<file path="src/sv/acrb_pkg.sv">
// Shared constants, types and state codes for the circle/rectangle blender.
`timescale 1ns / 1ps
package acrb_pkg;

  localparam int FRAME_WIDTH  = 256;
  localparam int FRAME_HEIGHT = 256;
  localparam int FRAME_DEPTH  = FRAME_WIDTH * FRAME_HEIGHT;
  localparam int AW           = $clog2(FRAME_DEPTH);

  localparam int COLOR_W  = 24;
  localparam int POS_W    = 18;
  localparam int RAD_W    = 16;
  localparam int SIZE_W   = 10;
  localparam int ALPHA_W  = 9;
  localparam int ACTIVE_W = 9;
  localparam int PADDR_W  = 3;
  localparam int PDATA_W  = 32;

  // pixel coordinates, signed
  localparam int CW    = 14;
  // circle bound arithmetic, Q.8 signed
  localparam int EW    = 21;
  // distance from pixel center, Q.8 signed
  localparam int DXW   = 23;
  // shared multiplier operands and product
  localparam int MAW   = 34;
  localparam int MBW   = 21;
  localparam int PW    = MAW + MBW;
  localparam int RADQ_W = RAD_W + 1;
  localparam int O2W   = 34;
  localparam int D2W   = 2 * MBW + 1;
  localparam int NW    = 44;
  localparam int QW    = 9;
  localparam int QSTEP_W = 4;

  localparam int RING_Q8 = 166;
  localparam int HALF_Q8 = 128;
  localparam int ONE_Q8  = 256;

  localparam logic [PADDR_W-1:0] ADDR_ACTIVE_W = 3'd0;
  localparam logic [PADDR_W-1:0] ADDR_ACTIVE_H = 3'd4;

  typedef enum logic [1:0] {
    FUNC_CIRCLE = 2'd0,
    FUNC_RECT   = 2'd1,
    FUNC_WRITE  = 2'd2,
    FUNC_READ   = 2'd3
  } func_e;

  typedef enum logic [3:0] {
    ST_IDLE,
    ST_READ,
    ST_C_O2,
    ST_C_I2,
    ST_C_DEN,
    ST_P_DX,
    ST_P_DY,
    ST_P_D2,
    ST_P_TST,
    ST_P_NUM,
    ST_P_DIV,
    ST_P_RD,
    ST_P_WR,
    ST_DONE
  } state_e;

endpackage

</file>
<file path="src/sv/acrb_mul.sv">
// Shared unsigned multiplier with registered product.
`timescale 1ns / 1ps
module acrb_mul (
  input  logic                    clk_i,
  input  logic [acrb_pkg::MAW-1:0] a_i,
  input  logic [acrb_pkg::MBW-1:0] b_i,
  output logic [acrb_pkg::PW-1:0]  prod_o
);

  logic [acrb_pkg::PW-1:0] prod_q;

  always_ff @(posedge clk_i) begin
    prod_q <= acrb_pkg::PW'(a_i) * acrb_pkg::PW'(b_i);
  end

  assign prod_o = prod_q;

endmodule

</file>
<file path="config.mk">
export PLATFORM = sky130hd
export DESIGN_NAME = acrb_mul
export DESIGN_NICKNAME = d
export VERILOG_FILES = /design/src/sv/acrb_pkg.sv /design/src/sv/acrb_mul.sv
export SDC_FILE = /design/constraint.sdc
export NUM_CORES = 2
export LEC_CHECK = 0
export BUFFER_PORTS_ARGS = -buffer_cell sky130_fd_sc_hd__buf_2
export CORE_MARGIN = 2
export CORE_UTILIZATION = 60
export CTS_CLUSTER_DIAMETER = 40
export DETAILED_ROUTE_END_ITERATION = 12
export HOLD_SLACK_MARGIN = 0.05
export PLACE_DENSITY = 0.78
export SYNTH_ARGS = -nofsm -noshare
export SYNTH_HDL_FRONTEND = slang
export SYNTH_SLANG_ARGS = --single-unit
</file>
<file path="constraint.sdc">
create_clock -name clk_i -period 10.2 [get_ports clk_i]
set_input_delay 2.04 -clock clk_i [delete_from_list [all_inputs] [get_ports clk_i]]
set_output_delay 2.04 -clock clk_i [all_outputs]
set_load 0.1 [all_outputs]
</file>
After elaboration in Yosys (flattened, before gate mapping)
Index checks and enable logic that the tools add are counted.
Word-level totals
  register bits after elaboration: 55
  logic and storage cells: 2
  input bits: 56
Cells by class
  $mul: 1
Operators by type and width (count)
  $mul 34x21->55: 1

Longest topological paths before layout
  word-level depth: 1
  gate-level depth with buffers: 27

Worst setup path after synthesis
Ideal clock, no wire load.
  kind: input-to-reg
  start: input b_i[12] (netlist bit)
  end: register prod_q (netlist bit prod_o[51])
  stages on the path: 24
  arrival time: 8.440 ns
  path buffers: 2
  slack: 1.688 ns
  cells stage by stage: clkbuf_1 -> clkbuf_1 -> nand2_1 -> fa_1 -> inv_1 -> fa_1 -> fa_1 -> fa_1 -> fa_1 -> fa_1 -> inv_1 -> fa_1 -> inv_1 -> ha_1 -> a21o_1 -> a21o_1 -> a21oi_2 -> o21ai_1 -> a31oi_4 -> nand3b_4 -> o31a_4 -> a221o_2 -> a221oi_2 -> xnor2_1
On the way
  cells in the longest elaborated chain, start to end: 1
RTL lines
  from (decl): line acrb_mul.sv:6  | input logic [acrb_pkg::MBW-1:0] b_i,
  $mul 34x21->55: line acrb_mul.sv:13  | prod_q <= acrb_pkg::PW'(a_i) * acrb_pkg::PW'(b_i);
  to (signal assigned): line acrb_mul.sv:13
  to (decl): line acrb_mul.sv:10  | logic [acrb_pkg::PW-1:0] prod_q;
Every way passes these cells.

Final worst setup path
  start: input b_i[7] (netlist bit)
  end: register prod_q (netlist bit prod_o[54])
The elaborated chain is that of the path after synthesis.

==> summary.md <==
| Metric | Value |
|---|---|
| Worst Hold End | `prod_o[0]` |
| Via/cell ratio | `5.62` |
| Synthesized flop and latch total | `55` |
| DRC | `0` |
| Stages on the worst setup path | `22` |
| Gates resized, CTS repair | `0` |
| CP max stage cell | `buf_2` |
| Outcome | `finished, final reports clean` |
| Max-cap violations | `0` |
| CP Launch Type | `primary input` |
| Tmin final | `9430 ps` |
| Worst Tran Pin Value | `897 ps` |
| Crit path arrival time | `9640 ps` |
| Syn-to-layout area delta | `4.03%` |
| Nets@finish | `3472` |
| Clock transition at path regs | `80 ps` |
| Max reg flops | `55` |
| H-tree depth | `2` |
| Setup bufs post-CTS | `0` |
| Routed via count | `17800` |
| Clock buffers created by TritonCTS | `5` |
| Worst-path cell chain | `buf_2, nand2_1, fa_1, fa_1, fa_1, inv_1, fa_1, fa_1, fa_1, inv_1, fa_1, inv_1, ha_1, nand4_1, or4_1, o221a_1, a211oi_2, o2111ai_1, o2111ai_2, a31o_1, a21oi_1, xnor2_1` |
| GRT Util Overall | `0.320` |
| Post-synth EDFFs | `0` |
| Crit path kind | `in -> reg` |
| Final antenna-violating net count | `0` |
| Port Buffers | `110` |
| Most frequent CP cell | `fa_1` |
| Min-delay worst type | `in -> reg` |
| WL/cell | `19.7 µm` |
| Final WL | `62.5 mm` |
| Slew Limit Fails | `0` |
| Placeable Area | `0.0396 mm²` |
| Slowest Stage Delay on Critical Path | `650 ps` |
| Ports | `111` |
| Top delay family on crit path | `adder cells` |
| Crit path required time | `10410 ps` |
| Detail Placement HPWL | `48.4 mm` |
| Yosys Warn Count | `0` |
| Commonest non-fill, non-tap cell in the layout | `inv_1` |
| Post-Syn Area | `0.0240 mm²` |
| Fmax | `0.106 GHz` |
| Clk buf depth | `2` |
| Unrepaired setup endpoints after global routing | `no` |
| # fillers | `3307` |
| Crit-path max FO | `34` |
| CTS tree | `done` |
| Top_reg_cell synth | `dfxtp_1` |
| Worst Hold Launch | `a_i[0]` |
| Final hold violation count | `0` |
| Worst Hold Depth | `2` |
| Die X | `204 µm` |
| Design Area, Final | `0.0250 mm²` |
| CTS Hold Bufs | `0` |
| Initial DRC count | `1221` |
| Post-Syn Nets | `3482` |
| Async set-reset flop share out of synthesis | `0` |
| Syn Inst Count | `2656` |
| Avg Inst Size Synth | `9.04 µm²` |
| Seq/Total Area, Yosys | `0.0458` |
| First-pass GRT wire length | `103 mm` |
| CTS Root Cell | `clkbuf_16` |
| Gpl congestion | `0.952` |
| First-pass detailed-route iteration total | `5` |
| Share of layout cells above drive strength 1 | `0.0578` |
| Initial antenna violation count | `4` |
| Gr ovfl total | `0` |
| Cell Area, Placed | `0.0248 mm²` |
| Rel. slew slack | `0.402` |
| Chip height | `204 µm` |
| Buf/Inv on CP | `4` |
| Clock sink total | `55` |
| Critical Path Sink Type | `flop` |
| Period utilization | `0.924` |
| Starting Density | `0.606` |
| Post-synth cell types | `57` |
| Setup TNS | `0 ps` |
| Vias in the first global route | `20300` |
| # rows | `73` |
| Most frequent cells in the layout | `667 x inv_1, 605 x fa_1, 388 x and2_1` |
| Largest net degree at the start of global routing | `35` |
| Final Setup Violations | `0` |
| Total die area | `0.0416 mm²` |
how the worst max path moves through the flow:
stage | from | to
floorplan | b_i[12] | prod_o[51]
global placement | b_i[6] | prod_o[54]
detailed placement | b_i[7] | prod_o[54]
CTS | b_i[7] | prod_o[54]
global route | b_i[13] | prod_o[54]
finish | b_i[7] | prod_o[54]
layer usage:
metal  GRT usage  wire length, µm  part of all wire  vias to the layer above
met5           0               34           0.00054                        -
met4       0.138             2950             0.047                        6
met3      0.0912             6310              0.10                      239
met2       0.542            30500              0.49                      866
met1       0.383            22700              0.36                     9136
li1            -                -                 -                     7571
final cells by class:
cell class,count,area (µm²),share of cell area
multi-input cells,1789,19800,0.794
inverters,667,2500,0.100
flip-flops and latches,55,1100,0.0441
repair buffers,128,686,0.0274
well taps,525,657,0.0263
clock buffers,6,129,0.00516
clock inverters,2,60.1,0.00240
diodes,1,2.50,0.000100
cells by family (layout without fill, tap and decap cells):
kind of cell | Yosys count | after routing | synth area share
XOR/XNOR | 53 | 53 | 0.0193
buffers and inverters | 812 | 803 | 0.128
flip-flops | 55 | 55 | 0.0458
adder cells (fa/ha/maj) | 770 | 770 | 0.590
AND/OR/NAND/NOR | 811 | 811 | 0.172
other | 0 | 1 | 0
AO/OA/AOI/OAI | 155 | 155 | 0.0444
synth_stat cells, drive strengths merged, types with 2 or more instances:
cell type | count | area (µm²)
o21ai | 23 | 115
nand3b | 2 | 27.5
xnor2 | 33 | 289
nor2b | 7 | 43.8
o2111ai | 3 | 32.5
and2 | 388 | 2430
or2b | 2 | 17.5
xor2 | 20 | 175
nand2 | 362 | 1360
nand3 | 6 | 30.0
a31o | 2 | 17.5
a211oi | 3 | 27.5
nand2b | 4 | 25.0
a21oi | 50 | 258
inv | 667 | 2500
a31oi | 7 | 65.1
a221oi | 3 | 32.5
a221o | 2 | 21.3
a21o | 36 | 274
o21bai | 9 | 67.6
ha | 165 | 2060
fa | 605 | 12100
clkbuf | 142 | 534
nor2 | 16 | 60.1
o31ai | 4 | 30.0
nand4 | 11 | 68.8
dfxtp | 55 | 1100
and3 | 9 | 57.6
o21a | 4 | 30.0
buf | 3 | 32.5
metrics by stage:
stage | util | hold slack (ps) | instances | setup WS, ps
2_1_floorplan | - | 2170 | 2656 | 1690
3_3_place_gp | 0.625 | 2560 | 3164 | 690
3_5_place_dp | 0.625 | 2570 | 3164 | 554
4_1_cts | 0.630 | 2220 | 3172 | 912
5_1_grt | 0.630 | 2230 | 3173 | 439
6_report | 0.630 | 2220 | 3173 | 771
Power is left out: the tool's default activity adds up to more than one toggle a clock period on the data nets, which glitch-free logic cannot reach.
