**config.mk**
```make
export PLATFORM = sky130hd
export DESIGN_NAME = acrb_div
export DESIGN_NICKNAME = d
export VERILOG_FILES = /design/src/sv/acrb_pkg.sv /design/src/sv/acrb_div.sv
export SDC_FILE = /design/constraint.sdc
export NUM_CORES = 1
export LEC_CHECK = 0
export BUFFER_PORTS_ARGS = -buffer_cell sky130_fd_sc_hd__buf_2
export CORE_MARGIN = 3
export CORE_UTILIZATION = 50
export DETAILED_ROUTE_END_ITERATION = 12
export HOLD_SLACK_MARGIN = 0.15
export PLACE_DENSITY = 0.75
export REMOVE_ABC_BUFFERS = 1
export SKIP_CTS_REPAIR_TIMING = 1
export SLEW_MARGIN = 20
export SYNTH_ARGS = -nofsm -noshare
export SYNTH_HDL_FRONTEND = slang
export SYNTH_SLANG_ARGS = --single-unit
```
**constraint.sdc**
```tcl
create_clock -name clk_i -period 4.15 [get_ports clk_i]
set_input_delay 0.83 -clock clk_i [delete_from_list [all_inputs] [get_ports clk_i]]
set_output_delay 0.83 -clock clk_i [all_outputs]
set_load 0.1 [all_outputs]
```
**src/sv/acrb_pkg.sv**
```systemverilog
// Shared constants, types and state codes for the circle/rectangle blender.
`timescale 1ns / 1ps
package acrb_pkg;

  localparam int FRAME_WIDTH  = 256;
  localparam int FRAME_HEIGHT = 256;
  localparam int FRAME_DEPTH  = FRAME_WIDTH * FRAME_HEIGHT;
  localparam int AW           = $clog2(FRAME_DEPTH);

  localparam int COLOR_W  = 24;
  localparam int POS_W    = 18;
  localparam int RAD_W    = 16;
  localparam int SIZE_W   = 10;
  localparam int ALPHA_W  = 9;
  localparam int ACTIVE_W = 9;
  localparam int PADDR_W  = 3;
  localparam int PDATA_W  = 32;

  // pixel coordinates, signed
  localparam int CW    = 14;
  // circle bound arithmetic, Q.8 signed
  localparam int EW    = 21;
  // distance from pixel center, Q.8 signed
  localparam int DXW   = 23;
  // shared multiplier operands and product
  localparam int MAW   = 34;
  localparam int MBW   = 21;
  localparam int PW    = MAW + MBW;
  localparam int RADQ_W = RAD_W + 1;
  localparam int O2W   = 34;
  localparam int D2W   = 2 * MBW + 1;
  localparam int NW    = 44;
  localparam int QW    = 9;
  localparam int QSTEP_W = 4;

  localparam int RING_Q8 = 166;
  localparam int HALF_Q8 = 128;
  localparam int ONE_Q8  = 256;

  localparam logic [PADDR_W-1:0] ADDR_ACTIVE_W = 3'd0;
  localparam logic [PADDR_W-1:0] ADDR_ACTIVE_H = 3'd4;

  typedef enum logic [1:0] {
    FUNC_CIRCLE = 2'd0,
    FUNC_RECT   = 2'd1,
    FUNC_WRITE  = 2'd2,
    FUNC_READ   = 2'd3
  } func_e;

  typedef enum logic [3:0] {
    ST_IDLE,
    ST_READ,
    ST_C_O2,
    ST_C_I2,
    ST_C_DEN,
    ST_P_DX,
    ST_P_DY,
    ST_P_D2,
    ST_P_TST,
    ST_P_NUM,
    ST_P_DIV,
    ST_P_RD,
    ST_P_WR,
    ST_DONE
  } state_e;

endpackage

```
**src/sv/acrb_div.sv**
```systemverilog
// Restoring divider, one quotient bit per cycle, for ring coverage.
`timescale 1ns / 1ps
module acrb_div (
  input  logic                     clk_i,
  input  logic                     rst_ni,
  input  logic                     start_i,
  input  logic [acrb_pkg::NW-1:0]  num_i,
  input  logic [acrb_pkg::O2W-1:0] den_i,
  output logic                     done_o,
  output logic [acrb_pkg::QW-1:0]  quo_o
);

  logic                         busy_q, busy_d;
  logic                         done_q, done_d;
  logic [acrb_pkg::QSTEP_W-1:0] step_q, step_d;
  logic [acrb_pkg::NW-1:0]      rem_q, rem_d;
  logic [acrb_pkg::O2W-1:0]     den_q, den_d;
  logic [acrb_pkg::QW-1:0]      quo_q, quo_d;
  logic [acrb_pkg::NW-1:0]      shifted;

  // quotient never exceeds 511, so 9 steps from bit 8 down
  assign shifted = acrb_pkg::NW'(den_q) << step_q;

  always_comb begin
    busy_d = busy_q;
    done_d = 1'b0;
    step_d = step_q;
    rem_d  = rem_q;
    den_d  = den_q;
    quo_d  = quo_q;
    if (start_i) begin
      busy_d = 1'b1;
      step_d = acrb_pkg::QSTEP_W'(acrb_pkg::QW - 1);
      rem_d  = num_i;
      den_d  = den_i;
      quo_d  = '0;
    end else if (busy_q) begin
      if (rem_q >= shifted) begin
        rem_d = rem_q - shifted;
        quo_d = quo_q | (acrb_pkg::QW'(1) << step_q);
      end
      if (step_q == '0) begin
        busy_d = 1'b0;
        done_d = 1'b1;
      end else begin
        step_d = step_q - 1'b1;
      end
    end
  end

  always_ff @(posedge clk_i or negedge rst_ni) begin
    if (!rst_ni) begin
      busy_q <= 1'b0;
      done_q <= 1'b0;
    end else begin
      busy_q <= busy_d;
      done_q <= done_d;
    end
  end

  always_ff @(posedge clk_i) begin
    step_q <= step_d;
    rem_q  <= rem_d;
    den_q  <= den_d;
    quo_q  <= quo_d;
  end

  assign done_o = done_q;
  assign quo_o  = quo_q;

endmodule

```
### Word-level counts from Yosys, hierarchy flattened

Index checks and enable logic that the tools add are counted.

| storage, ports and cells | value |
|---|---|
| register bits after elaboration | 93 |
| input port bits | 81 |
| output and inout port bits | 10 |
| logic and storage cells | 28 |

| cells by class | value |
|---|---|
| $add $sub $neg | 2 |
| order comparisons | 1 |
| shift operators | 2 |
| mux-type cells | 9 |
| bitwise operators | 2 |
| reduce and logical (&&, ||, !) cells | 6 |

Operators by type and width:

| kind | count |
|---|---|
| $mux 44 | 3 |
| $ge 44x44->1 | 1 |
| $shl 34x4->44 | 1 |
| $sub 44x44->44 | 1 |
| $or 9x9->9 | 1 |
| $shl 1x4->9 const A | 1 |
| $mux 1 | 6 |
| $reduce_and 2->1 | 3 |
| $logic_not 4->1 | 1 |
| $reduce_bool 2->1 | 2 |
| $sub 4x1->4 const B | 1 |
| $not 1->1 | 1 |

### Logic depth before layout (Yosys ltp)

| depth | value |
|---|---|
| depth in word-level cells | 5 |
| depth in mapped cells | 19 |

### Worst setup path after synthesis

OpenSTA, ideal clock, no wires.

| path | value |
|---|---|
| path kind | reg-to-reg |
| start point | register step_q[1] (netlist name) |
| end point | register rem_q[0] (netlist name), enable pin |
| data arrival time | 4.040 ns |
| path slack | -0.448 ns |
| cell stages (with the launch flop) | 16 |
| path buffers | 3 |
| period minus slack after synthesis | 4.598 ns |
| cells stage by stage | dfxtp_1 > clkbuf_1 > buf_2 > mux4_2 > mux2_2 > o21ai_0 > ha_1 > clkbuf_8 > a21oi_1 > o21ai_0 > a22oi_1 > nand4_1 > a21oi_1 > o21ai_2 > o211ai_4 > nand2_1 |

| on the way | value |
|---|---|
| cells in the longest elaborated chain, start to end | 4 |

Ends and longest elaborated chain:

| item | RTL line | RTL |
|---|---|---|
| start, declared | acrb_div.sv:15 | `logic [acrb_pkg::QSTEP_W-1:0] step_q, step_d;` |
| start signal, assigned | acrb_div.sv:62 | `step_q <= step_d;` |
| $shl 34x4->44 | acrb_div.sv:22 | `assign shifted = acrb_pkg::NW'(den_q) << step_q;` |
| $ge 44x44->1 | acrb_div.sv:38 | `if (rem_q >= shifted) begin` |
| $reduce_bool 2->1 (no source line) | - |  |
| $reduce_and 2->1 (no source line) | - |  |
| end signal, assigned | acrb_div.sv:63 | `rem_q <= rem_d;` |
| end, declared | acrb_div.sv:16 | `logic [acrb_pkg::NW-1:0] rem_q, rem_d;` |

No other way between the ends.
A chain may end at the register's enable or synchronous reset.

### Worst setup path in the final report

| path | value |
|---|---|
| start point | register step_q[0] (netlist name) |
| end point | register rem_q[39] (netlist name) (data pin) |

| on the way | value |
|---|---|
| cells in the longest elaborated chain, start to end | 5 |

Ends and longest elaborated chain:

| item | RTL line | RTL |
|---|---|---|
| $shl 34x4->44 | acrb_div.sv:22 |  |
| $sub 44x44->44 | acrb_div.sv:39 | `rem_d = rem_q - shifted;` |
| $mux 44 | acrb_div.sv:38 |  |
| $mux 44 | acrb_div.sv:37 | `end else if (busy_q) begin` |
| $mux 44 | acrb_div.sv:31 | `if (start_i) begin` |
| via rem_d (one bit) | acrb_div.sv:16 |  |

The timed path passes the listed nets, and every way through them passes these cells. The select of a mux whose other input is x is not followed.

==> qor.csv <==
stage;metric;value;unit
timing;finalHoldViolations;0;
cts;path_clk_slew;70;ps
critical_path;r2r-start;step_q[0];
finish;antenna_cells;0;
critical_path;path_common_cell;o21ai_0;
logic_synthesis;postSynthAreaPerCell;9.08;um^2
global_routing;grt_pass1_vias;6541;
cts;cts.htree.levels;3;
global_routing;grt_use_total;0.242;
global_routing;grt_pass1_wl;33700;um
drt;routed_wirelength;20900;um
cts;clock-sinks;93;
cts;cts_buffer_depth;2;
drt;wl_per_cell;18.0;um
timing;fin_skew;9.31;ps
finish;layout-drive-gt1-share;0.213;
critical_path;critPathMaxFanout;29;
placement;dpl_worst_slack;179;ps
critical_path;cp.buffers_inverters;1;
timing;relSlewSlack;0.507;
logic_synthesis;synth_top_area_cell;edfxtp_1;
placement;dp_hpwl;16300;um
cts;clock_latency;350;ps
logic_synthesis;syn_area;7860;um^2
critical_path;arrival;4010;ps
drt;drtIter0Drc;737;
critical_path;endpoint_kind;flop;
placement;dp.cells;1143;
critical_path;critical_path.top_delay_family;compound AO/OA/AOI/OAI gates;
run;cap_violations;0;
logic_synthesis;synth_cell_type_count;77;
logic_synthesis;ys_warn_count;0;
timing;worst_pin_slew;739;ps
critical_path;crit_chain;buf_12 -> mux4_2 -> mux2_2 -> o21ai_0 -> ha_1 -> a21oi_1 -> o21ai_0 -> a32oi_1 -> o21ai_2 -> a311o_1 -> a31oi_1 -> xor2_1 -> o21ai_1;
critical_path;critPathLaunchType;flop;
global_routing;overflow;0;
critical_path;crit_cells;13;
cts;tritoncts;yes;
die;row_count;45;
logic_synthesis;synth_edf_count;78;
timing;finalCritPeriodShare;0.945;
timing;final_max_slew_viol_count;0;
logic_synthesis;synth_seq_cells;93;
critical_path;cp-startpoint;step_q[0];
critical_path;rrSetupSlack;230;ps
drt;ant_nets;0;
cts;clockRootBuffer;clkbuf_16;
critical_path;cp_slowest_cell;mux4_2;
die;die_y;131;um
finish;layoutNonFillerInstCount;1159;
drt;vias;6908;
critical_path;worstPathRequired;4240;ps
global_routing;grt_max_degree;79;
drt;routed_via_density;5.96;
logic_synthesis;synth-seq-area-share;0.338;
finish;fin_nets;1074;
finish;nFillCells;1416;
die;start_util;0.513;
critical_path;crit_type;reg2reg;
placement;io_buffers;90;
timing;max_freq;255;MHz
critical_path;max_stage_delay;540;ps
timing;setup_slack;229;ps
global_routing;antenna_found_initial;0;
hold_path;min_path_type;in2async;
timing;min_period;3920;ps
logic_synthesis;netlist.area_leader.share;0.298;
critical_path;crit_end;rem_q[39];
critical_path;r2r_end;rem_q[39];
drt;drcViolationCount;0;
logic_synthesis;syn_inst;865;
placement;place.gp.congestion;0.925;
logic_synthesis;synth_flop_cell;edfxtp_1;
die;io_pins;91;
critical_path;r2r_cells;13;
die;core;15300;um^2
drt;drt-pass1-iter-count;5;
run_status;status;finished clean;
timing;setup_viol_count_final;0;
cts;cts_buffers;9;
finish;areaGrowthSynthToFinish;13.1;%
logic_synthesis;synthArstFlopShare;0.0215;
die;die-area;17300;um^2
logic_synthesis;synth_area_leaders;edfxtp_1 (30%), ha_1 (7.8%), nand2_1 (6.3%);
die;fp.dieW;131;um
timing;rsz0062_at_grt;false;
timing;timing.hold.ws;251;ps
==> registers in the layout (all words and copies together) (netlist names) <==
signal  count
busy_q      1
den_q      34
done_o      1
quo_o       9
rem_q      44
step_q      4
==> per-stage QoR <==
| stage | util | setup TNS [ps] | area, um^2 |
|---|---|---|---|
| CTS | 0.577 | 0 | 8840 |
| global route | 0.580 | 0 | 8880 |
| detailed placement | 0.558 | 0 | 8550 |
| finish | 0.580 | 0 | 8880 |
| global placement | 0.558 | 0 | 8550 |
| floorplan | - | -67150 | 7530 |
==> Yosys cell counts, drive strengths merged, types with 5 or more instances <==
| cell | instances |
|---|---|
| a211oi | 10 |
| a21o | 21 |
| a21oi | 76 |
| a31oi | 10 |
| and3 | 11 |
| buf | 19 |
| clkbuf | 35 |
| dfxtp | 13 |
| edfxtp | 78 |
| ha | 49 |
| inv | 27 |
| mux2 | 17 |
| mux2i | 30 |
| mux4 | 18 |
| nand2 | 131 |
| nand2b | 7 |
| nand3 | 14 |
| nand4 | 14 |
| nor2 | 56 |
| nor2b | 7 |
| nor3 | 9 |
| o211ai | 11 |
| o21ai | 87 |
| o21bai | 13 |
| o31a | 5 |
| o32ai | 7 |
| xnor2 | 14 |
| xor2 | 21 |
==> per-layer routing <==
metal  wire length (um)  track usage  vias to the layer above
met2               9730        0.387                      266
met5                  0            0                        -
met1               9350        0.334                     3221
li1                   -            -                     3384
met3               1230       0.0417                       37
met4                548       0.0793                        0
==> layout make-up <==
| class | instances | area, um^2 | share of cell area |
|---|---|---|---|
| Clock inverter | 6 | 63.8 | 0.00718 |
| Clock buffer | 10 | 229 | 0.0258 |
| Timing Repair Buffer | 121 | 748 | 0.0842 |
| Tap cell | 211 | 264 | 0.0297 |
| Inverter | 27 | 101 | 0.0114 |
| Sequential cell | 93 | 2660 | 0.299 |
| Multi-Input combinational cell | 691 | 4820 | 0.542 |
==> kinds of logic after synthesis <==
family,synth area share
AOI/OAI and AO/OA,0.221
muxes,0.114
xor gates and xnor gates,0.0390
DFF,0.338
and+or+nand+nor,0.154
adders and majority gates,0.0806
buffers and inverters,0.0540
==> layout by cell type (no fill, tap or decap), types with 3 or more instances in the layout <==
cell,synthesis,layout
nand2_1,131,130
buf_2,9,89
edfxtp_1,78,78
o21ai_0,77,74
a21oi_1,74,73
nor2_1,56,56
ha_1,49,48
mux2i_1,30,29
buf_4,4,27
inv_1,26,26
xor2_1,21,21
a21o_1,20,20
mux4_2,18,18
mux2_2,17,17
nand3_1,14,14
xnor2_1,14,14
nand4_1,14,14
o21bai_1,13,13
o21ai_1,8,11
a31oi_1,10,10
dfxtp_1,13,10
nor3_1,9,9
and3_1,9,9
clkbuf_16,0,9
o211ai_1,8,8
a211oi_1,8,7
nor2b_1,7,7
nand2b_1,7,7
o32ai_1,7,7
o31a_1,5,5
buf_12,0,5
a22oi_1,4,4
or2_2,4,4
a211oi_2,2,3
and2_1,3,3
a21oi_2,2,3
or3_1,3,3
clkinv_4,0,3
==> worst min path at each step <==
stage                  start       end  slack [ps]  cells past startpoint
finish                rst_ni    done_o         250                      1
global route          rst_ni    done_o         240                      1
CTS                   rst_ni    done_o         240                      1
detailed placement  quo_o[1]  quo_o[1]         440                      2
global placement    quo_o[5]  quo_o[5]         440                      2
floorplan             rst_ni    busy_q         530                      0
Power is left out: the tool's default activity adds up to more than one toggle a clock period on the data nets, which glitch-free logic cannot reach.
