<file path="config.mk">
export PLATFORM = sky130hd
export DESIGN_NAME = acrb_blend
export DESIGN_NICKNAME = d
export VERILOG_FILES = /design/src/sv/acrb_pkg.sv /design/src/sv/acrb_blend.sv
export SDC_FILE = /design/constraint.sdc
export NUM_CORES = 1
export LEC_CHECK = 0
export BUFFER_PORTS_ARGS = -buffer_cell sky130_fd_sc_hd__buf_2
export CAP_MARGIN = 5
export CELL_PAD_IN_SITES_DETAIL_PLACEMENT = 1
export CELL_PAD_IN_SITES_GLOBAL_PLACEMENT = 2
export CORE_ASPECT_RATIO = 1.1
export CORE_MARGIN = 3
export CORE_UTILIZATION = 25
export DETAILED_ROUTE_END_ITERATION = 8
export GPL_TIMING_DRIVEN = 0
export PLACE_DENSITY_LB_ADDON = 0.2
export REMOVE_ABC_BUFFERS = 1
export SLEW_MARGIN = 20
export SYNTH_ARGS = -nofsm -noshare
export SYNTH_HDL_FRONTEND = slang
export SYNTH_SLANG_ARGS = --single-unit
</file>
<file path="constraint.sdc">
create_clock -name vclk -period 6.55
set_input_delay 0.3275 -clock vclk [all_inputs]
set_output_delay 0.3275 -clock vclk [all_outputs]
set_load 0.05 [all_outputs]
</file>
<file path="src/sv/acrb_pkg.sv">
// Shared constants, types and state codes for the circle/rectangle blender.
`timescale 1ns / 1ps
package acrb_pkg;

  localparam int FRAME_WIDTH  = 256;
  localparam int FRAME_HEIGHT = 256;
  localparam int FRAME_DEPTH  = FRAME_WIDTH * FRAME_HEIGHT;
  localparam int AW           = $clog2(FRAME_DEPTH);

  localparam int COLOR_W  = 24;
  localparam int POS_W    = 18;
  localparam int RAD_W    = 16;
  localparam int SIZE_W   = 10;
  localparam int ALPHA_W  = 9;
  localparam int ACTIVE_W = 9;
  localparam int PADDR_W  = 3;
  localparam int PDATA_W  = 32;

  // pixel coordinates, signed
  localparam int CW    = 14;
  // circle bound arithmetic, Q.8 signed
  localparam int EW    = 21;
  // distance from pixel center, Q.8 signed
  localparam int DXW   = 23;
  // shared multiplier operands and product
  localparam int MAW   = 34;
  localparam int MBW   = 21;
  localparam int PW    = MAW + MBW;
  localparam int RADQ_W = RAD_W + 1;
  localparam int O2W   = 34;
  localparam int D2W   = 2 * MBW + 1;
  localparam int NW    = 44;
  localparam int QW    = 9;
  localparam int QSTEP_W = 4;

  localparam int RING_Q8 = 166;
  localparam int HALF_Q8 = 128;
  localparam int ONE_Q8  = 256;

  localparam logic [PADDR_W-1:0] ADDR_ACTIVE_W = 3'd0;
  localparam logic [PADDR_W-1:0] ADDR_ACTIVE_H = 3'd4;

  typedef enum logic [1:0] {
    FUNC_CIRCLE = 2'd0,
    FUNC_RECT   = 2'd1,
    FUNC_WRITE  = 2'd2,
    FUNC_READ   = 2'd3
  } func_e;

  typedef enum logic [3:0] {
    ST_IDLE,
    ST_READ,
    ST_C_O2,
    ST_C_I2,
    ST_C_DEN,
    ST_P_DX,
    ST_P_DY,
    ST_P_D2,
    ST_P_TST,
    ST_P_NUM,
    ST_P_DIV,
    ST_P_RD,
    ST_P_WR,
    ST_DONE
  } state_e;

endpackage

</file>
<file path="src/sv/acrb_blend.sv">
// Per-channel alpha blend with rounding.
`timescale 1ns / 1ps
module acrb_blend (
  input  logic [acrb_pkg::COLOR_W-1:0] dst_i,
  input  logic [acrb_pkg::COLOR_W-1:0] src_i,
  input  logic [acrb_pkg::ALPHA_W-1:0] alpha_i,
  output logic [acrb_pkg::COLOR_W-1:0] res_o
);

  logic [acrb_pkg::ALPHA_W-1:0] inv;
  logic [17:0]                  acc [3];

  assign inv = acrb_pkg::ALPHA_W'(acrb_pkg::ONE_Q8) - alpha_i;

  always_comb begin
    for (int c = 0; c < 3; c++) begin
      acc[c] = 18'(dst_i[8*c +: 8]) * 18'(inv) + 18'(src_i[8*c +: 8]) * 18'(alpha_i)
               + 18'(acrb_pkg::HALF_Q8);
      res_o[8*c +: 8] = acc[c][15:8];
    end
  end

endmodule

</file>
### Yosys cells after proc, flatten, opt, wreduce, memory -nomap -nowiden

Index checks and enable logic that the tools add are counted.

| storage, ports and cells | value |
|---|---|
| flip-flop bits (word level) | 0 |
| bits of input ports | 57 |
| word-level logic and storage cells | 13 |
| output and inout port bits | 24 |

| cells by class | value |
|---|---|
| $mul | 6 |
| add/sub/neg operators | 7 |

Operators by type and width:

| kind | count |
|---|---|
| $mul A8 B9 Y16 | 6 |
| $add A16 B16 Y16 | 3 |
| $add A16 B8 Y16 const B | 3 |
| $sub A9 B9 Y9 const A | 1 |

### Logic depth before layout (Yosys ltp)

Gate-level depths: netlist (run 1).

| depth | value |
|---|---|
| word-level depth | 4 |
| gate-level depth with buffers | 27 |
| mapped depth without buffers | 24 |

### Least setup slack after synthesis (run 1)

OpenSTA, ideal clock, no wires.

| timing | value |
|---|---|
| path type | input to output |
| start | input port alpha_i[0] (netlist name) |
| end | output port res_o[15] (netlist name) |
| required time | 6222 ps |
| cell stages on the path | 24 |
| arrival | 7071 ps |
| setup slack | -848 ps |
| buffers on the path | 3 |
| cell sequence | clkbuf_1 > clkbuf_1 > inv_1 > ha_1 > nand2b_1 > or3_4 > xnor2_1 > buf_2 > nand2_1 > fa_1 > fa_1 > inv_1 > fa_1 > fa_1 > fa_1 > inv_1 > fa_1 > inv_1 > ha_1 > a21o_1 > a221oi_1 > o221ai_1 > a31o_2 > xnor2_1 |

| on the way | value |
|---|---|
| word-level cells in the longest chain between the ends | 4 |
| elaborated cells between the ends (all ways) | 5 |
| classes of those cells | add/sub (3); mul (2) |

Ends and longest elaborated chain:

| element | RTL line | text |
|---|---|---|
| from (decl) | acrb_blend.sv:6 | `input logic [acrb_pkg::ALPHA_W-1:0] alpha_i,` |
| $sub A9 B9 Y9 | acrb_blend.sv:13 | `assign inv = acrb_pkg::ALPHA_W'(acrb_pkg::ONE_Q8) - alpha_i;` |
| $mul A8 B9 Y16 | acrb_blend.sv:17 | `acc[c] = 18'(dst_i[8*c +: 8]) * 18'(inv) + 18'(src_i[8*c +: 8]) * 18'(alpha_i)` |
| $add A16 B16 Y16 * | acrb_blend.sv:17 |  |
| $add A16 B8 Y16 * | acrb_blend.sv:18 | `+ 18'(acrb_pkg::HALF_Q8);` |
| to (decl) | acrb_blend.sv:7 | `output logic [acrb_pkg::COLOR_W-1:0] res_o` |

Every way passes the cells marked *; elsewhere a longest branch is shown, timed or not.

### Final worst setup path (run 1)

| timing | value |
|---|---|
| start | input port alpha_i[5] (netlist name) |
| end | output port res_o[7] (netlist name) |

Same word-level chain as after synthesis.

==> impl_metrics.env, run 1 <==
export IMPL_wl_per_cell_um=17.2
export IMPL_grt_setup_unrepaired="yes"
export IMPL_worstHoldPathType="primary input to primary output"
export IMPL_cp_arrival_ns=6.48
export IMPL_crit_type="primary input to primary output"
export IMPL_synthAdderAreaFrac=0.626
export IMPL_maxSlewViolCount=0
export IMPL_die_x_um=231
export IMPL_avgSynthCellArea_um2=8.84
export IMPL_ant_nets=0
export IMPL_violations="negative setup slack"
export IMPL_holdWs_ns=1.49
export IMPL_coreArea_um2=55100
export IMPL_fmax_ghz=0.147
export IMPL_ys_seq_area_frac=0
export IMPL_area_growth_pct=20.2
export IMPL_seq_cells=0
export IMPL_syn_inst=1581
export IMPL_synth_top_family_by_area="adder cells"
export IMPL_die_area_um2=58800
export IMPL_std_cell_rows=90
export IMPL_synth_simple_area_share=0.180
export IMPL_layout_common_cells="inv_1, fa_1, and2_1"
export IMPL_grt_pass1_wl_mm=67.5
export IMPL_finalNonFillerCells=2410
export IMPL_hpwl_mm=32.5
export IMPL_start_kind="primary input"
export IMPL_post_route_period_util=1.04
export IMPL_dr_first_iter_drc_count=221
export IMPL_synth_area_um2=14000
export IMPL_yosysUniqueCellTypes=43
export IMPL_worstMarginPinSlew_ns=0.796
export IMPL_drive_gt1_frac=0.156
export IMPL_cp_end_kind="primary output"
export IMPL_wirelength_mm=41.4
export IMPL_port_buffers=81
export IMPL_layout_nets=2240
export IMPL_grt_pass1_vias=12000
export IMPL_drtPass1Iterations=4
export IMPL_drt_vias_per_instance=4.26
export IMPL_synth_compound_area_share=0.0235
export IMPL_grt_max_degree=31
export IMPL_tns_ns=-1.42
export IMPL_finalHoldViolCount=0
export IMPL_io_pins=81
export IMPL_slew_headroom=0.470
export IMPL_ys_warn_count=0
export IMPL_finalCriticalPeriod_ns=6.81
export IMPL_dp_cells=2354
export IMPL_track_usage=0.147
export IMPL_drv_cap=0
export IMPL_hold_buffers=0
export IMPL_utilization=0.305
export IMPL_seqCellArea_um2=0
export IMPL_synth_xor_area_share=0.0345
export IMPL_antenna_found_initial=2
export IMPL_status="complete, but fails checks"
export IMPL_start_util=0.254
export IMPL_min_from="dst_i[8]"
export IMPL_muxShareOfSynthArea=0
export IMPL_cp_max_fo=4
export IMPL_drcViolationCount=0
export IMPL_worstPathRequired_ns=6.22
export IMPL_layout_setup_ws_ns=-0.260
export IMPL_die_h_um=254
export IMPL_gp_congestion=0.731
export IMPL_crit_start="alpha_i[5]"
export IMPL_vias=10300
export IMPL_nClkBuffers=0
export IMPL_layout_commonest_cell="inv_1"
export IMPL_finalSetupViolCount=10
export IMPL_gr_total_overflow=0
[kinds of logic (layout without fill, tap and decap cells)]
family	Yosys count	after routing
AND/OR/NAND/NOR	465	465
adder cells (fa/ha/maj)	508	508
AO/OA/AOI/OAI	50	50
buffers and inverters	503	595
XOR/XNOR	55	55
other	0	1
[through the flow]
| stage | setup WS (ns) | cell area [um^2] |
|---|---|---|
| 6_report | -0.260 | 16800 |
| 5_1_grt | -0.411 | 16800 |
| 4_1_cts | -0.300 | 16600 |
| 3_5_place_dp | -1.79 | 15300 |
| 3_3_place_gp | -3.76 | 15100 |
| 2_1_floorplan | -1.12 | 13700 |
[per-layer routing]
layer / part of all wire / wire length, um / vias to the layer above / track usage
li1: - / - / 4746 / -
met1: 0.47 / 19300 / 5446 / 0.201
met2: 0.52 / 21400 / 73 / 0.273
met3: 0.012 / 505 / 6 / 0.00213
met4: 0.0050 / 206 / 0 / 0.00549
met5: 0 / 0 / - / 0
[final timing paths]
kind,endpoint,slack (ns),cells past startpoint
worst min-delay path,res_o[8],1.49,6
worst max-delay path,res_o[7],-0.26,22
[synthesized netlist by cell type (2+ instances only)]
master	n	area, um^2
xnor2_1	47	412
nand3_1	4	20.0
inv_1	445	1670
a21oi_1	13	65.1
nand4_1	5	31.3
ha_1	190	2380
nor3_1	6	30.0
nand2_1	156	586
nor3b_2	3	37.5
o211ai_1	2	15.0
clkbuf_1	43	161
nor2_1	8	30.0
fa_1	318	6370
and3_1	2	12.5
nor3b_1	2	15.0
a31oi_1	4	25.0
o31ai_1	3	22.5
buf_2	3	15.0
buf_1	9	33.8
a21o_1	8	60.1
xor2_1	8	70.1
o21ai_0	8	40.0
nand2b_1	2	12.5
and2_1	272	1700
a22oi_1	2	15.0
[cell type report]
type / count / area, um^2
timing repair buffer: 150 / 1440
fill: 6352 / 38300
inverter: 445 / 1670
antenna: 1 / 2.50
multi-input combinational: 1078 / 12800
tap: 736 / 921
[what timing repair did]
item / in CTS / in global routing
pin swaps: 94 / 48
gates cloned: 6 / 0
setup buffers: 43 / 9
endpoints found under the setup margin: 24 / 21
resized for setup: 157 / 48
hold endpoints to repair: 0 / 0
[worst max-delay path: stages]
cell and delay, ns:
buf_16 0.11, or4_4 0.57, or3_4 0.42, xnor2_4 0.18, buf_6 0.16, nand2_4 0.05, fa_1 0.51, fa_2 0.56
inv_2 0.04, fa_1 0.48, fa_2 0.42, fa_1 0.48, inv_1 0.05, fa_1 0.49, inv_2 0.05, ha_4 0.23
a21o_1 0.17, a21o_1 0.16, a221o_2 0.42, a31oi_4 0.25, xnor2_2 0.15, buf_6 0.18
Power of run 1 is left out: the tool's default activity adds up to more than one toggle a clock period on the data nets, which glitch-free logic cannot reach.
==> run 2: changes to the inputs <==
- ABC_AREA: unset -> 1
==> run 2 against run 1 <==
The flow still finishes with violations (negative setup slack). Final area increased by 8.4%. Via count up 22%. Critical path depth up 8. Setup slack gained 0.21 ns. Die area up 7.8%.
==> impl_metrics.env, run 2 <==
export IMPL_syn_inst=2096
export IMPL_gp_congestion=0.780
export IMPL_drtPass1Iterations=4
export IMPL_finalSetupViolCount=3
export IMPL_n_fill_cell=7208
export IMPL_nClkBuffers=0
export IMPL_crit_type="primary input to primary output"
export IMPL_finalHoldViolCount=0
export IMPL_worstPathRequired_ns=6.22
export IMPL_area_growth_pct=20.7
export IMPL_drv_cap=0
export IMPL_die_h_um=264
export IMPL_fmax_ghz=0.152
export IMPL_cp_common_cell="inv_2"
export IMPL_place_ws_ns=-1.73
export IMPL_worstMarginPinSlew_ns=0.497
export IMPL_layout_nets=2756
export IMPL_ys_seq_area_frac=0
export IMPL_vias=12600
export IMPL_synthTopCellsByArea="fa_1, inv_1, ha_1, nand2_1, nor2_1"
export IMPL_layout_commonest_cell="inv_1"
export IMPL_io_pins=81
export IMPL_drcViolationCount=0
export IMPL_seq_cells=0
export IMPL_synth_largest_area_cell="fa_1"
export IMPL_cp_slowest_cell="fa_1"
export IMPL_ant_nets=0
export IMPL_grt_pass1_wl_mm=79.0
export IMPL_antenna_found_initial=1
export IMPL_utilization=0.308
export IMPL_final_cell_area_um2=18200
export IMPL_dr_first_iter_drc_count=342
export IMPL_maxSlewViolCount=0
export IMPL_finalNonFillerCells=2950
export IMPL_cp_end_kind="primary output"
export IMPL_post_route_period_util=1.01
export IMPL_port_buffers=81
export IMPL_synth_area_um2=15100
export IMPL_layout_setup_ws_ns=-0.0491
export IMPL_hpwl_mm=38.8
export IMPL_start_kind="primary input"
export IMPL_die_area_um2=63400
export IMPL_multiInputGateArea_um2=13000
export IMPL_worstHoldPathCells=7
export IMPL_slew_headroom=0.669
export IMPL_wl_per_cell_um=16.8
export IMPL_avgSynthCellArea_um2=7.20
export IMPL_die_x_um=240
export IMPL_layout_common_cells="inv_1, nand2_1, fa_1"
export IMPL_drt_vias_per_instance=4.25
export IMPL_dp_cells=2869
export IMPL_yosys_top_cells_count="inv_1, nand2_1, fa_1"
export IMPL_status="complete, but fails checks"
export IMPL_cp_arrival_ns=6.27
export IMPL_gr_total_overflow=0
export IMPL_synth_top_cell_area_share=0.422
export IMPL_yosysUniqueCellTypes=39
export IMPL_drive_gt1_frac=0.151
export IMPL_worstHoldPathType="primary input to primary output"
export IMPL_cp_max_fo=8
export IMPL_violations="negative setup slack"
export IMPL_hold_buffers=0
export IMPL_synth_most_common_cell="inv_1"
export IMPL_grt_pass1_vias=14200
export IMPL_dpl_cell_area_um2=16200
export IMPL_track_usage=0.159
export IMPL_grt_setup_unrepaired="yes"
export IMPL_wirelength_mm=49.6
export IMPL_cpPeakStageDelay_ns=0.56
export IMPL_ys_warn_count=0
export IMPL_coreArea_um2=59100
export IMPL_std_cell_rows=93
export IMPL_seqCellArea_um2=0
export IMPL_start_util=0.255
export IMPL_grt_max_degree=30
export IMPL_finalCriticalPeriod_ns=6.60
[run 2: cell count changes in the layout (fill, tap and decap cells not counted), sizes merged, moves of 5 or more]
cell	delta
xnor2	-46
xor2	+5
and2	-271
nand2	+344
o21ai	+16
a21oi	+14
nor2	+132
a21o	-6
buf	+8
nand3	+41
inv	+280
[run 2: path summary, 6_finish.rpt]
path | endpoint | slack, ns | startpoint
worst min-delay path | res_o[19] | 1.42 | dst_i[16]
worst max-delay path | res_o[14] | -0.05 | alpha_i[0]
[run 2: layer usage]
metal / wire, um / vias to the layer above / global-route usage
met5: 0 / - / 0
met3: 1020 / 29 / 0.00219
met4: 743 / 0 / 0.0133
li1: - / 6030 / -
met2: 25900 / 114 / 0.295
met1: 21900 / 6377 / 0.213
[run 2: cell families (layout without fill, tap and decap cells)]
kind of cell | after synthesis | in the layout | synth area share
AOI/OAI and AO/OA | 64 | 64 | 0.0232
other | 0 | 1 | 0
and+or+nand+nor | 709 | 712 | 0.187
adders and majority gates | 508 | 508 | 0.579
buffers and inverters | 801 | 891 | 0.202
xor gates and xnor gates | 14 | 14 | 0.00812
[run 2: critical path, delay by kind of cell]
family                   cells  cell delay (ns)
AND/OR/NAND/NOR             13             1.69
adder cells (fa/ha/maj)      8             3.57
buffers and inverters        9             0.66
[run 2: stage by stage]
stage	setup TNS [ns]	hold slack, ns
floorplan	0	1.16
CTS	0	1.44
global route	-2.60	1.47
detailed placement	-33.53	1.45
global placement	-71.92	1.45
finish	-0.0728	1.42
[run 2: area by class of cell]
type | instances | area share
Multi-Input combinational cell | 1298 | 0.715
Inverter | 732 | 0.155
Timing Repair Buffer | 159 | 0.0784
Tap cell | 760 | 0.0522
Antenna cell | 1 | 0.000137
[run 2: what timing repair did]
action	CTS	global route
buffers inserted	30	45
cloned	5	2
resized for setup	167	142
endpoints found under the setup margin	24	24
pin swaps	50	91
Power of run 2 is left out for the same reason.
==> run 3: changes to the inputs <==
- GPL_TIMING_DRIVEN: 0 -> unset
==> run 3 against run 2 <==
Maximum frequency rose by 3.2%. Final area fell by 0.69%. Critical path depth fell by 1. Clock-buffer cell count did not move. Core utilization fell by 0.21 points. Setup slack improved by 0.20 ns. The flow now finishes without violations. First-iteration DRC count fell by 9.6%. Critical path type unchanged. Final cell count rose by 1.8%.
==> impl_metrics.env, run 3 (synthesized netlist as in run 2, its figures left out) <==
export IMPL_status="finished, final reports clean"
export IMPL_maxSlewViolCount=0
export IMPL_final_cell_area_um2=18100
export IMPL_die_x_um=240
export IMPL_worstHoldPathCells=7
export IMPL_cpPeakStageDelay_ns=0.55
export IMPL_drv_cap=0
export IMPL_cp_depth=29
export IMPL_track_usage=0.158
export IMPL_seqCellArea_um2=0
export IMPL_cp_slowest_cell="fa_1"
export IMPL_worstPathRequired_ns=6.22
export IMPL_crit_family="adder cells"
export IMPL_grt_busiest_layer="met2"
export IMPL_cp_end_kind="primary output"
export IMPL_finalSetupViolCount=0
export IMPL_diodes=0
export IMPL_cp_arrival_ns=6.07
export IMPL_port_buffers=81
export IMPL_cp_max_fo=6
export IMPL_ant_nets=0
export IMPL_crit_buf_inv=10
export IMPL_coreArea_um2=59100
export IMPL_finalHoldViolCount=0
export IMPL_use_met1=0.210
export IMPL_met3_usage=0.00616
export IMPL_layout_common_cells="inv_1, nand2_1, fa_1"
export IMPL_wirelength_mm=48.7
export IMPL_wl_per_cell_um=16.2
export IMPL_die_area_um2=63400
export IMPL_fmax_ghz=0.156
export IMPL_io_pins=81
export IMPL_hpwl_mm=42.6
export IMPL_hold_buffers=0
export IMPL_grt_pass1_wl_mm=78.9
export IMPL_drive_gt1_frac=0.163
export IMPL_worstHoldPathType="primary input to primary output"
export IMPL_layout_nets=2809
export IMPL_dr_first_iter_drc_count=309
export IMPL_std_cell_rows=93
export IMPL_grt_max_degree=46
export IMPL_start_util=0.255
export IMPL_grt_pass1_vias=14600
export IMPL_cp_common_cell="fa_1"
export IMPL_layout_commonest_cell="inv_1"
export IMPL_post_route_period_util=0.977
export IMPL_gr_total_overflow=0
export IMPL_slew_headroom=0.509
export IMPL_worstMarginPinSlew_ns=0.737
export IMPL_utilization=0.306
export IMPL_seq_cells=0
export IMPL_die_h_um=264
export IMPL_finalCriticalPeriod_ns=6.40
export IMPL_area_growth_pct=19.8
export IMPL_gp_congestion=0.857
export IMPL_nClkBuffers=0
export IMPL_vias=12700
export IMPL_grtUsageMet2=0.292
export IMPL_crit_type="primary input to primary output"
export IMPL_drt_vias_per_instance=4.24
export IMPL_drtPass1Iterations=7
export IMPL_dpl_cell_area_um2=17200
export IMPL_antenna_found_initial=1
export IMPL_drcViolationCount=0
export IMPL_grt_setup_unrepaired="yes"
export IMPL_start_kind="primary input"
## run 3: changes by cell type in the layout (fill, tap and decap cells not counted), sizes merged
cell      change
inv           +6
bufbuf        -3
buf          +62
clkinv        -3
nand2         -3
clkinvlp      -3
diode         -1
clkbuf        -3
## run 3: final cells by class
| class | instances | area, um^2 |
|---|---|---|
| Tap cell | 760 | 951 |
| Multi-Input combinational cell | 1295 | 12700 |
| Fill cell | 7232 | 41000 |
| Inverter | 732 | 2760 |
| Timing Repair Buffer | 215 | 1660 |
## run 3: timing repair
action | 4_1_cts | 5_1_grt
resized for setup | 45 | 181
endpoints found under the setup margin | 23 | 24
endpoints found under the hold margin | 0 | 0
pin swaps | 5 | 82
buffers inserted | 1 | 9
## run 3: worst paths after layout
| check | from | to | slack, ns |
|---|---|---|---|
| min | dst_i[8] | res_o[11] | 1.45 |
| max | alpha_i[1] | res_o[21] | 0.15 |
## run 3: per-layer routing
layer	part of all wire	wire length, um
met1	0.45	22100
met2	0.51	25000
met3	0.017	844
met4	0.015	738
met5	0.00027	13
## run 3: per-stage QoR
stage	TNS (ns)	hold slack, ns	setup WS [ns]	instances
after floorplan	0	1.16	0.0217	2027
after global placement	-2.64	1.46	-0.230	2992
after detailed placement	-3.56	1.47	-0.306	2992
after CTS	-0.0215	1.48	-0.0185	2993
after global routing	-1.15	1.51	-0.184	3002
final	0	1.45	0.152	3002
Power of run 3 is left out for the same reason.
